### src/rtl/mnht_pkg.sv
// ----------------------------------------------------------------------------
// mnht_pkg
// Shared types, constants and helpers for the note hold tracker.
// ----------------------------------------------------------------------------
package mnht_pkg;

  localparam int NOTE_COUNT    = 128;
  localparam int CHANNEL_COUNT = 16;
  localparam int TABLE_SIZE    = NOTE_COUNT * CHANNEL_COUNT;
  localparam int IDX_W         = $clog2(TABLE_SIZE);
  localparam int CNT_W         = IDX_W + 1;
  localparam int HOLD_W        = 8;

  localparam logic [7:0]        TYPE_MASK     = 8'hF0;
  localparam logic [7:0]        CHAN_MASK     = 8'h0F;
  localparam logic [7:0]        TYPE_NOTE_ON  = 8'h90;
  localparam logic [7:0]        TYPE_NOTE_OFF = 8'h80;
  localparam logic [HOLD_W-1:0] HOLD_MAX      = 8'd255;

  localparam logic [1:0] REQ_MSG   = 2'd0;
  localparam logic [1:0] REQ_TICK  = 2'd1;
  localparam logic [1:0] REQ_QUERY = 2'd2;

  typedef logic [IDX_W-1:0] idx_t;

  typedef struct packed {
    logic [HOLD_W-1:0] hold;
    logic              flag;
  } entry_t;

  typedef enum logic [1:0] {
    OP_TICK,
    OP_ON,
    OP_OFF,
    OP_CLEAR
  } op_t;

  typedef struct packed {
    logic   we;
    idx_t   waddr;
    entry_t wdata;
    idx_t   raddr;
  } mem_req_t;

  typedef enum logic [2:0] {
    ST_CLEAR,
    ST_IDLE,
    ST_MSG_RD,
    ST_MSG_WR,
    ST_TICK,
    ST_QRY_RD,
    ST_QRY_OUT
  } state_t;

  function automatic idx_t entry_idx(input logic [7:0] note, input logic [3:0] chan);
    int sum;
    sum = int'(note) * CHANNEL_COUNT + int'(chan);
    return IDX_W'(sum);
  endfunction

endpackage

### src/rtl/mnht_alu.sv
// ----------------------------------------------------------------------------
// mnht_alu
// Shared entry update unit used by the tick sweep, messages and clearing.
// ----------------------------------------------------------------------------
module mnht_alu
  import mnht_pkg::*;
(
  input  op_t    op,
  input  entry_t old_entry,
  output entry_t new_entry
);

  always_comb begin
    new_entry = old_entry;
    unique case (op)
      OP_TICK: begin
        new_entry.flag = 1'b0;
        if (old_entry.hold != '0 && old_entry.hold != HOLD_MAX) begin
          new_entry.hold = old_entry.hold + HOLD_W'(1);
        end
      end
      OP_ON: begin
        new_entry.hold = HOLD_W'(1);
        new_entry.flag = 1'b1;
      end
      // note-off keeps the flag
      OP_OFF: begin
        new_entry.hold = '0;
      end
      OP_CLEAR: begin
        new_entry = '0;
      end
      default: begin
        new_entry = old_entry;
      end
    endcase
  end

endmodule

### config.mk
export PLATFORM = sky130hd
export DESIGN_NAME = mnht_alu
export DESIGN_NICKNAME = d
export VERILOG_FILES = /design/src/rtl/mnht_pkg.sv /design/src/rtl/mnht_alu.sv
export SDC_FILE = /design/constraint.sdc
export NUM_CORES = 1
export LEC_CHECK = 0
export ABC_AREA = 0
export BUFFER_PORTS_ARGS = -buffer_cell sky130_fd_sc_hd__buf_2
export CAP_MARGIN = 40
export CELL_PAD_IN_SITES_DETAIL_PLACEMENT = 0
export CELL_PAD_IN_SITES_GLOBAL_PLACEMENT = 1
export CORE_AREA = 2 2 39 41
export DETAILED_ROUTE_END_ITERATION = 12
export DIE_AREA = 0 0 41 43
export GPL_TIMING_DRIVEN = 0
export PLACE_DENSITY_LB_ADDON = 0.1
export SLEW_MARGIN = 20
export SYNTH_ARGS = -nofsm -noshare
export SYNTH_HDL_FRONTEND = slang
export SYNTH_SLANG_ARGS = --single-unit
export TNS_END_PERCENT = 20
### constraint.sdc
create_clock -name vclk -period 1.6
set_input_delay 0.08 -clock vclk [all_inputs]
set_output_delay 0.08 -clock vclk [all_outputs]
set_load 0.05 [all_outputs]
==> results of run 1 <==
==> synthesized netlist by cell type <==
library cell,instances
nor4_1,2
a31oi_1,1
nor2_1,3
inv_1,5
or4_4,1
o21ai_0,4
or3_1,1
xor2_1,1
or2_2,2
o31ai_1,2
nand4_1,1
ha_1,2
a21oi_1,4
or4b_4,1
nand2_1,5
mux2i_1,2
nand3_1,5
o41ai_1,1
or3_2,1
nor4_4,1
or4_1,2
nand3_2,1
and3_1,1
==> area by class of cell <==
cell class	count	area share, %
multi-input combinational	44	58.7
inverter	5	3.70
timing repair buffer	29	34.5
tap	16	3.12
==> metal layers <==
layer,vias to the layer above,part of all wire (%),GRT usage [%]
li1,248,-,-
met1,208,42,20.3
met2,12,52,24.1
met3,0,5.5,0.524
met4,0,0,0
met5,-,0,0
==> what timing repair did <==
action / 4_1_cts / 5_1_grt
gates resized for setup: 27 / 7
setup buffers: 9 / 0
pin swaps: 5 / 4
setup endpoints to repair: 5 / 7
==> worst max-delay path: cells and delay by family <==
kind,cells,cell delay [ps]
adder cells (fa/ha/maj),1,110
buffers and inverters,3,310
AO/OA/AOI/OAI,1,90
AND/OR/NAND/NOR,3,1010
==> cells by family after synthesis <==
logic type	synth area share (%)
fa+ha+maj	7.81
mux	6.25
compound gates	21.9
buf+inv	5.86
xor+xnor	2.73
simple gates	55.5
==> how the worst max path moves through the flow <==
stage,from,depth (start not counted),end
after CTS,old_entry[2],9,new_entry[6]
final,old_entry[2],8,new_entry[1]
after global routing,old_entry[1],9,new_entry[6]
after global placement,old_entry[1],8,new_entry[1]
after detailed placement,old_entry[1],8,new_entry[1]
after floorplan,old_entry[1],6,new_entry[1]
==> per-stage QoR <==
stage	total power [mW]	hold WS, ps
finish	0.166	489
global route	0.178	503
detailed placement	0.126	539
global placement	0.126	536
CTS	0.162	492
floorplan	0.0801	259
==> power breakdown <==
part / total [mW] / internal [mW] / switching (mW) / leakage (nW)
Clock: 0 / 0 / 0 / 0
Sequential: 0 / 0 / 0 / 0
Combinational: 0.166 / 0.0656 / 0.100 / 0.261
Total: 0.166 / 0.0656 / 0.100 / 0.261
==> summary.txt, run 1 <==
Worst setup path
  – CP peak stage delay: between 400 and 500 ps
  – Crit path kind: primary input to primary output
  – CP Launch Type: primary input
  – Worst-path maximum fanout: 2
  – CP max-delay cell: or4b_4
  – CP Capture Type: primary output
  – Worst EP required: around 1500 ps
  – Crit path arrival time: 1610 ps
  – CP Cell Sequence: buf_8 > inv_4 > ha_4 > or4b_4 > or4_4 > nand3_2 > a31oi_2 > buf_6

Timing
  – Final setup viols: 5
  – Final critical-path required period: 1690 ps
  – Final hold viol count: 0
  – Slew Limit Fails: 0
  – Worst Setup Slack, final: -86.5 ps
  – F_max: around 0.59 GHz
  – RSZ-0062 raised after global routing: yes
  – Fin crit share: 105%
  – Slew headroom: between 70% and 80%
  – Setup_tns: -306 ps
  – Worst Tran Pin Value: roughly 370 ps

Run status
  – Violated checks: setup timing
  – Status: finished, violations left

Drt
  – Vias per cell: 4.98
  – Wire per inst: approximately 12 um
  – Via count: 468
  – Final ANT Viol Nets: 0
  – DRC viols: 0
  – First-pass DRT Iterations: 3
  – WL final: 1.17 mm
  – Iteration-0 DRC Markers: 3

Cells and area
  – Post-Layout Inst Area: 642 um^2
  – Register area: 0 um^2
  – Layout area overhead: 100%
  – Nets: 93
  – Fillcell total: 150
  – Finished Core Util: between 40 and 50%
  – Seq cells: 0
  – Layout cells sized above 1: 64.1%
  – Diodes inserted: 0
  – Multi-input gate area: 377 um^2
  – Commonest non-fill, non-tap cell in the layout: buf_2
  – Clock Buffer Count: 0
  – Fin cells: 94
  – Commonest non-fill, non-tap cells in the layout: buf_2 (12), buf_4 (10), nand2_1 (5), buf_6 (5), nand3_1 (4)

Logic synthesis
  – Syn Nets: between 60 and 70
  – Yosys warnings: 0
  – Area of the mapped netlist: approximately 320 um^2
  – Area contributors post-synth: ha_1 (7.8%), nand3_1 (7.8%), nor4_4 (6.6%)
  – Synthesized instance count: 49
  – Synth Area per Inst: 6.54 um^2
  – Part of the Yosys area used for sequential elements: 0%
  – Largest area contributor in the netlist: ha_1
  – Synth cell types: 23
  – Area share of the largest cell type after synthesis: 7.81%

Placed design
  – I/O Buffers: 20
  – Gp weighted congestion: 0.719
  – Placed cell area: 462 um^2
  – Dpl cells: 85
  – Worst slack, placed: -335 ps
  – DP Wirelength: about 780 um

Hold path
  – Worst hold stages: 3
  – HP Class: primary input to primary output
  – Worst Hold Launch: op[1]
  – WHS Endpoint: new_entry[1]

Global routing
  – Vias in the first global route: ~400
  – GRT Resource Usage Total: between 10 and 15%
  – First-pass GRT wire length: 1.83 mm
  – Initial antenna violation count: 0
  – Pin count of the biggest net entering global routing: 9
  – GRT Residual Overflow: 0

Floorplanning
  – DIE AREA: 1760 um^2
  – Initial Utilization: 23.1%
  – Core area: 1380 um^2
  – Ports: 20
  – Height of the die: 43 um
  – Die Wd: a little over 40 um
  – FP Rows: 14

Power
  – P per Cell Area: 259 nW/um^2
  – LEAKAGE: 0.261 nW
  – Worst vdd ir: between 0.1 and 0.15 mV

Clock tree
  – Hold bufs inserted after CTS: 0

Run
  – Maxcap violations: 0
No activity file was read; power rests on OpenSTA's default activity.
==> inputs of run 2 (changes only) <==
==> constraint.sdc (replaced) <==
create_clock -name vclk -period 1.9
set_input_delay 0.095 -clock vclk [all_inputs]
set_output_delay 0.095 -clock vclk [all_outputs]
set_load 0.05 [all_outputs]
==> run 2 against run 1 <==
The run now ends clean. Final area decreased by 26%. Via count decreased by 5.6%. Routed wire length decreased by 14%. Combinational power decreased by 36%. Utilization decreased by 12 points. Non-clock buffer count decreased by 7. Critical path type unchanged. Highest routed layer unchanged.
==> summary.txt, run 2 (synthesized netlist as in run 1, its figures left out) <==
Global routing
  – GRT Residual Overflow: 0 (unchanged)
  – First-pass GRT wire length: 1.68 mm (was 1.83 mm)
  – Pin count of the biggest net entering global routing: 9 (unchanged)
  – Initial antenna violation count: 0 (unchanged)
  – GRT Resource Usage Total: 12.7% (was 14.2%)
  – Vias in the first global route: 384 (was 404)

Power
  – Net Sw Frac: 68.3% (was 60.5%)
  – Power share of the clock group: 0% (about the same)
  – LEAKAGE: 0.215 nW (was 0.261 nW)
  – Worst vdd ir: 0.0909 mV (was 0.111 mV)
  – P per Cell Area: 225 nW/um^2 (was 259 nW/um^2)
  – Logic pwr share: 100.0% (about the same)
  – Internal power: 34.0 uW (was 65.6 uW)
  – Flop pwr share: 0% (about the same)
  – Total power: 107 uW (was 166 uW)
  – Sw Pwr: 73.4 uW (was 100 uW)

Cells and area
  – Fillcell total: 163 (was 150)
  – Clock Buffer Count: 0 (unchanged)
  – Register area: 0 um^2 (unchanged)
  – Layout area overhead: 49.2% (was 100%)
  – Multi-input gate area: 308 um^2 (was 377 um^2)
  – Commonest non-fill, non-tap cell in the layout: buf_2 (unchanged)
  – Finished Core Util: 34.5% (was 46.4%)
  – Seq cells: 0 (unchanged)
  – Commonest non-fill, non-tap cells in the layout: buf_2 (15), buf_4 (6), nand3_1 (5), nand2_1 (5) (was buf_2 (12), buf_4 (10), nand2_1 (5), buf_6 (5), nand3_1 (4))
  – Fin cells: 87 (was 94)
  – Layout cells sized above 1: 43.7% (was 64.1%)
  – Diodes inserted: 0 (unchanged)
  – Nets: 86 (was 93)

Timing
  – Worst Tran Pin Value: 524 ps (was 367 ps)
  – Slew headroom: 64.9% (was 75.2%)
  – Final critical-path required period: 1800 ps
  – Setup_tns: 0 ps (was -306 ps)
  – Final hold viol count: 0 (unchanged)
  – Worst hold margin: 516 ps (was 489 ps)
  – Slew Limit Fails: 0 (unchanged)
  – Final setup viols: 0 (was 5)
  – F_max: 0.556 GHz
  – RSZ-0062 raised after global routing: no (was yes)
  – Fin crit share: between 90% and 100%

Placed design
  – Gp weighted congestion: 0.760 (was 0.719)
  – Dpl cells: 85 (unchanged)
  – DP Wirelength: 772 um (was 783 um)
  – I/O Buffers: 20 (unchanged)

Floorplanning
  – FP Rows: 14 (unchanged)
  – Die Wd: 41 um (unchanged)
  – Ports: 20 (unchanged)
  – Core area: 1380 um^2 (unchanged)
  – Initial Utilization: 23.1% (unchanged)
  – Height of the die: 43 um (unchanged)
  – DIE AREA: 1760 um^2 (unchanged)

Worst setup path
  – CP peak stage delay: 480 ps (about the same)
  – CP Launch Type: primary input (unchanged)
  – CP max-delay cell: or4b_4 (unchanged)
  – Worst EP required: 1800 ps (was 1520 ps)
  – CP Capture Type: primary output (unchanged)
  – CP Cell Sequence: buf_4 > inv_2 > ha_1 > or4b_4 > or4_4 > nand3_2 > a31oi_2 > buf_6 (was buf_8 > inv_4 > ha_4 > or4b_4 > or4_4 > nand3_2 > a31oi_2 > buf_6)
  – Crit path kind: primary input to primary output (unchanged)
  – Worst-path maximum fanout: 6 (was 2)
  – Top delay family on crit path: simple AND/OR/NAND/NOR gates (unchanged)
  – WP buf/inv: 3 (unchanged)
  – Crit path arrival time: 1700 ps (was 1610 ps)

Drt
  – Iteration-0 DRC Markers: 10 (was 3)
  – DRC viols: 0 (unchanged)
  – Wire per inst: 11.5 um (was 12.4 um)
  – Final ANT Viol Nets: 0 (unchanged)
  – WL final: 999 um (was 1.17 mm)
  – Via count: 442 (was 468)
  – Vias per cell: 5.08 (was 4.98)
  – First-pass DRT Iterations: 4 (was 3)

Run
  – Maxcap violations: 0 (unchanged)

Hold path
  – HP Class: primary input to primary output (unchanged)

Run status
  – Status: completed (was finished, violations left)
-- run 2: path summary, 6_finish.rpt --
kind,cells past startpoint,from,end,slack (ps)
hold / removal,3,op[1],new_entry[1],520
setup / recovery,8,old_entry[1],new_entry[1],100
-- run 2: what timing repair did --
action,CTS,global route
resized for setup,8,0
hold buffers,0,0
pin swaps,2,1
setup endpoints to repair,1,5
buffers inserted,2,0
-- run 2: per-layer routing --
layer / GRT usage [%] / wire length (um) / up-vias
li1: - / - / 234
met1: 20.6 / 487 / 192
met2: 19.4 / 443 / 16
met3: 0 / 68 / 0
met4: 0 / 0 / 0
met5: 0 / 0 / -
-- run 2: cell type report --
class	instances	area share (%)
timing repair buffer	22	27.5
inverter	5	3.93
tap	16	4.19
multi-input combinational	44	64.4
-- run 2: power groups by stage --
stage	clock network (mW)	registers (mW)	logic [mW]
4_1_cts	0	0	0.108
3_3_place_gp	0	0	0.103
5_1_grt	0	0	0.117
3_5_place_dp	0	0	0.102
6_report	0	0	0.107
2_1_floorplan	0	0	0.0643
-- run 2: metrics by stage --
step | cell area [um^2] | setup slack [ps]
2_1_floorplan | 327 | -81.1
3_3_place_gp | 447 | -81.4
3_5_place_dp | 447 | -42.5
4_1_cts | 478 | 1.44
5_1_grt | 478 | 9.22
6_report | 478 | 103
==> inputs of run 3 (changes only) <==
--- a/config.mk
+++ b/config.mk
@@ -8,14 +8,14 @@
 export ABC_AREA = 0
 export BUFFER_PORTS_ARGS = -buffer_cell sky130_fd_sc_hd__buf_2
 export CAP_MARGIN = 40
-export CELL_PAD_IN_SITES_DETAIL_PLACEMENT = 0
-export CELL_PAD_IN_SITES_GLOBAL_PLACEMENT = 1
-export CORE_AREA = 2 2 39 41
+export CELL_PAD_IN_SITES_DETAIL_PLACEMENT = 1
+export CELL_PAD_IN_SITES_GLOBAL_PLACEMENT = 2
+export CORE_MARGIN = 3
+export CORE_UTILIZATION = 22
 export DETAILED_ROUTE_END_ITERATION = 12
-export DIE_AREA = 0 0 41 43
 export GPL_TIMING_DRIVEN = 0
 export PLACE_DENSITY_LB_ADDON = 0.1
-export SLEW_MARGIN = 20
+export SLEW_MARGIN = 5
 export SYNTH_ARGS = -nofsm -noshare
 export SYNTH_HDL_FRONTEND = slang
 export SYNTH_SLANG_ARGS = --single-unit
==> run 3 against run 2 <==
Global-route usage decreased by 1.2 points. Total power increased by 3.2%. Routed wire length up 9.6%. Critical path depth did not move. Die area grew 11%. Final area up 3.1%. Worst hold slack gained 3.6 ps. First-iteration DRC count down 100%. Non-clock buffer count increased by 1. Flip-flop and latch count is the same. Utilization increased by 2.4 points. Final cell count unchanged. Critical endpoint is now new_entry[2]. Highest routed layer unchanged.
==> summary.txt, run 3 (synthesized netlist as in run 1, its figures left out) <==
Run status
  – Status: completed (unchanged)

Placed design
  – I/O Buffers: 20 (unchanged)
  – Worst slack, placed: -63.0 ps (was -42.5 ps)
  – Gp weighted congestion: 0.732 (was 0.760)
  – Placed cell area: 445 um^2 (was 447 um^2)
  – Dpl cells: 84 (was 85)
  – DP Wirelength: 875 um (was 772 um)

Worst setup path
  – Worst-path maximum fanout: 6 (unchanged)
  – CP Capture Type: primary output (unchanged)
  – CP peak stage delay: 480 ps (about the same)
  – Worst EP required: 1800 ps (about the same)
  – CP Cell Sequence: buf_4 > inv_2 > ha_1 > or4b_4 > or4_4 > nand3_1 > a21oi_1 > buf_4 (was buf_4 > inv_2 > ha_1 > or4b_4 > or4_4 > nand3_2 > a31oi_2 > buf_6)
  – Crit-path most repeated cell: buf_4
  – Critical Path Source: old_entry[1] (unchanged)
  – Crit path arrival time: 1700 ps (about the same)
  – Crit path kind: primary input to primary output (unchanged)
  – CP Launch Type: primary input (unchanged)
  – CP max-delay cell: or4b_4 (unchanged)

Global routing
  – Most heavily used metal layer in global routing: met2 (was met1)
  – First-pass GRT wire length: 1.84 mm (was 1.68 mm)
  – GR Layer Usage met2: 20.6% (was 19.4%)
  – Grt met1 use: 16.4% (was 20.6%)
  – Initial antenna violation count: 0 (unchanged)
  – GRT Resource Usage Total: 11.5% (was 12.7%)
  – Pin count of the biggest net entering global routing: 9 (unchanged)
  – Vias in the first global route: 431 (was 384)
  – Met3 usage: 0% (unchanged)
  – GRT Residual Overflow: 0 (unchanged)

Power
  – Logic pwr share: 100.0% (about the same)
  – Power share of the clock group: 0% (about the same)
  – P per Cell Area: 225 nW/um^2 (about the same)
  – Net Sw Frac: 67.6% (was 68.3%)
  – Total power: 111 uW (was 107 uW)
  – Flop pwr share: 0% (about the same)
  – Sw Pwr: 74.9 uW (was 73.4 uW)
  – Worst vdd ir: 0.0868 mV (was 0.0909 mV)
  – Internal power: 36.0 uW (was 34.0 uW)
  – LEAKAGE: 0.221 nW (was 0.215 nW)

Drt
  – Final ANT Viol Nets: 0 (unchanged)
  – Wire per inst: 12.6 um (was 11.5 um)
  – Iteration-0 DRC Markers: 0 (was 10)
  – First-pass DRT Iterations: 1 (was 4)
  – Vias per cell: 5.10 (was 5.08)
  – WL final: 1.10 mm (was 999 um)
  – Via count: 444 (was 442)
  – DRC viols: 0 (unchanged)

Cells and area
  – Clock Buffer Count: 0 (unchanged)
  – Diodes inserted: 0 (unchanged)
  – Commonest non-fill, non-tap cell in the layout: buf_2 (unchanged)
  – Layout cells sized above 1: 45.8% (was 43.7%)
  – Seq cells: 0 (unchanged)
  – Multi-input gate area: 314 um^2 (was 308 um^2)
  – Nets: 87 (was 86)
  – Layout area overhead: 53.9% (was 49.2%)
  – Post-Layout Inst Area: 493 um^2 (was 478 um^2)
  – Finished Core Util: 37.0% (was 34.5%)
  – Fillcell total: 179 (was 163)
  – Fin cells: 87 (unchanged)
  – Commonest non-fill, non-tap cells in the layout: buf_2 (14), buf_4 (8), nand3_1 (5), nand2_1 (5) (was buf_2 (15), buf_4 (6), nand3_1 (5), nand2_1 (5))
  – Register area: 0 um^2 (unchanged)

Timing
  – Worst Setup Slack, final: 108 ps (was 103 ps)
  – Setup_tns: 0 ps (unchanged)
  – Final hold viol count: 0 (unchanged)
  – Slew Limit Fails: 0 (unchanged)
  – Fin crit share: 94.3% (was 94.6%)
  – Worst Tran Pin Value: 568 ps (was 524 ps)
  – Worst hold margin: 520 ps (was 516 ps)
  – RSZ-0062 raised after global routing: no (unchanged)
  – F_max: 0.558 GHz (was 0.556 GHz)
  – Slew headroom: 62.0% (was 64.9%)
  – Final setup viols: 0 (unchanged)
  – Final critical-path required period: 1790 ps (was 1800 ps)

Floorplanning
  – Height of the die: 44.2 um (was 43 um)
  – FP Rows: 13 (was 14)
  – Ports: 20 (unchanged)
  – Die Wd: 44.2 um (was 41 um)
  – DIE AREA: 1950 um^2 (was 1760 um^2)
  – Initial Utilization: 24.0% (was 23.1%)
  – Core area: 1330 um^2 (was 1380 um^2)

Hold path
  – HP Class: primary input to primary output (unchanged)
  – Worst Hold Launch: op[1] (unchanged)

Run
  – Maxcap violations: 0 (unchanged)
==> run 3: changes by cell type in the layout (fill, tap and decap cells not counted) <==
cell | previous run | this run
buf_4 | 6 | 8
nor4_1 | 2 | 1
buf_2 | 15 | 14
nor4_2 | 0 | 1
==> run 3: final timing paths <==
check | cells past startpoint | slack (ps) | to
max | 8 | 110 | new_entry[2]
min | 3 | 520 | new_entry[1]
==> run 3: layout make-up <==
class | count | area share [%]
inverter | 5 | 3.81
tap | 15 | 3.81
timing repair buffer | 23 | 28.7
multi-input combinational | 44 | 63.7
==> run 3: critical path: cells and delay by family <==
family	cells	cell delay, ps
adder cells (fa/ha/maj)	1	130
AO/OA/AOI/OAI	1	60
AND/OR/NAND/NOR	3	1030
buffers and inverters	3	380
==> run 3: what timing repair did <==
action	CTS	global route
buffers inserted	3	0
pin swaps	2	2
setup endpoints to repair	3	5
gates resized for setup	10	0
gates cloned	0	0
hold buffers	0	0
==> run 3: layer usage <==
layer / share of wire [%] / wire (um)
met5: 0 / 0
met2: 46 / 501
met3: 5.7 / 62
met1: 48 / 531
met4: 0 / 0
==> run 3: power groups by stage <==
| stage | Sequential [mW] | Clock, mW | Combinational (mW) |
|---|---|---|---|
| 5_1_grt | 0 | 0 | 0.121 |
| 3_3_place_gp | 0 | 0 | 0.103 |
| 6_report | 0 | 0 | 0.111 |
| 4_1_cts | 0 | 0 | 0.112 |
| 3_5_place_dp | 0 | 0 | 0.104 |
| 2_1_floorplan | 0 | 0 | 0.0643 |
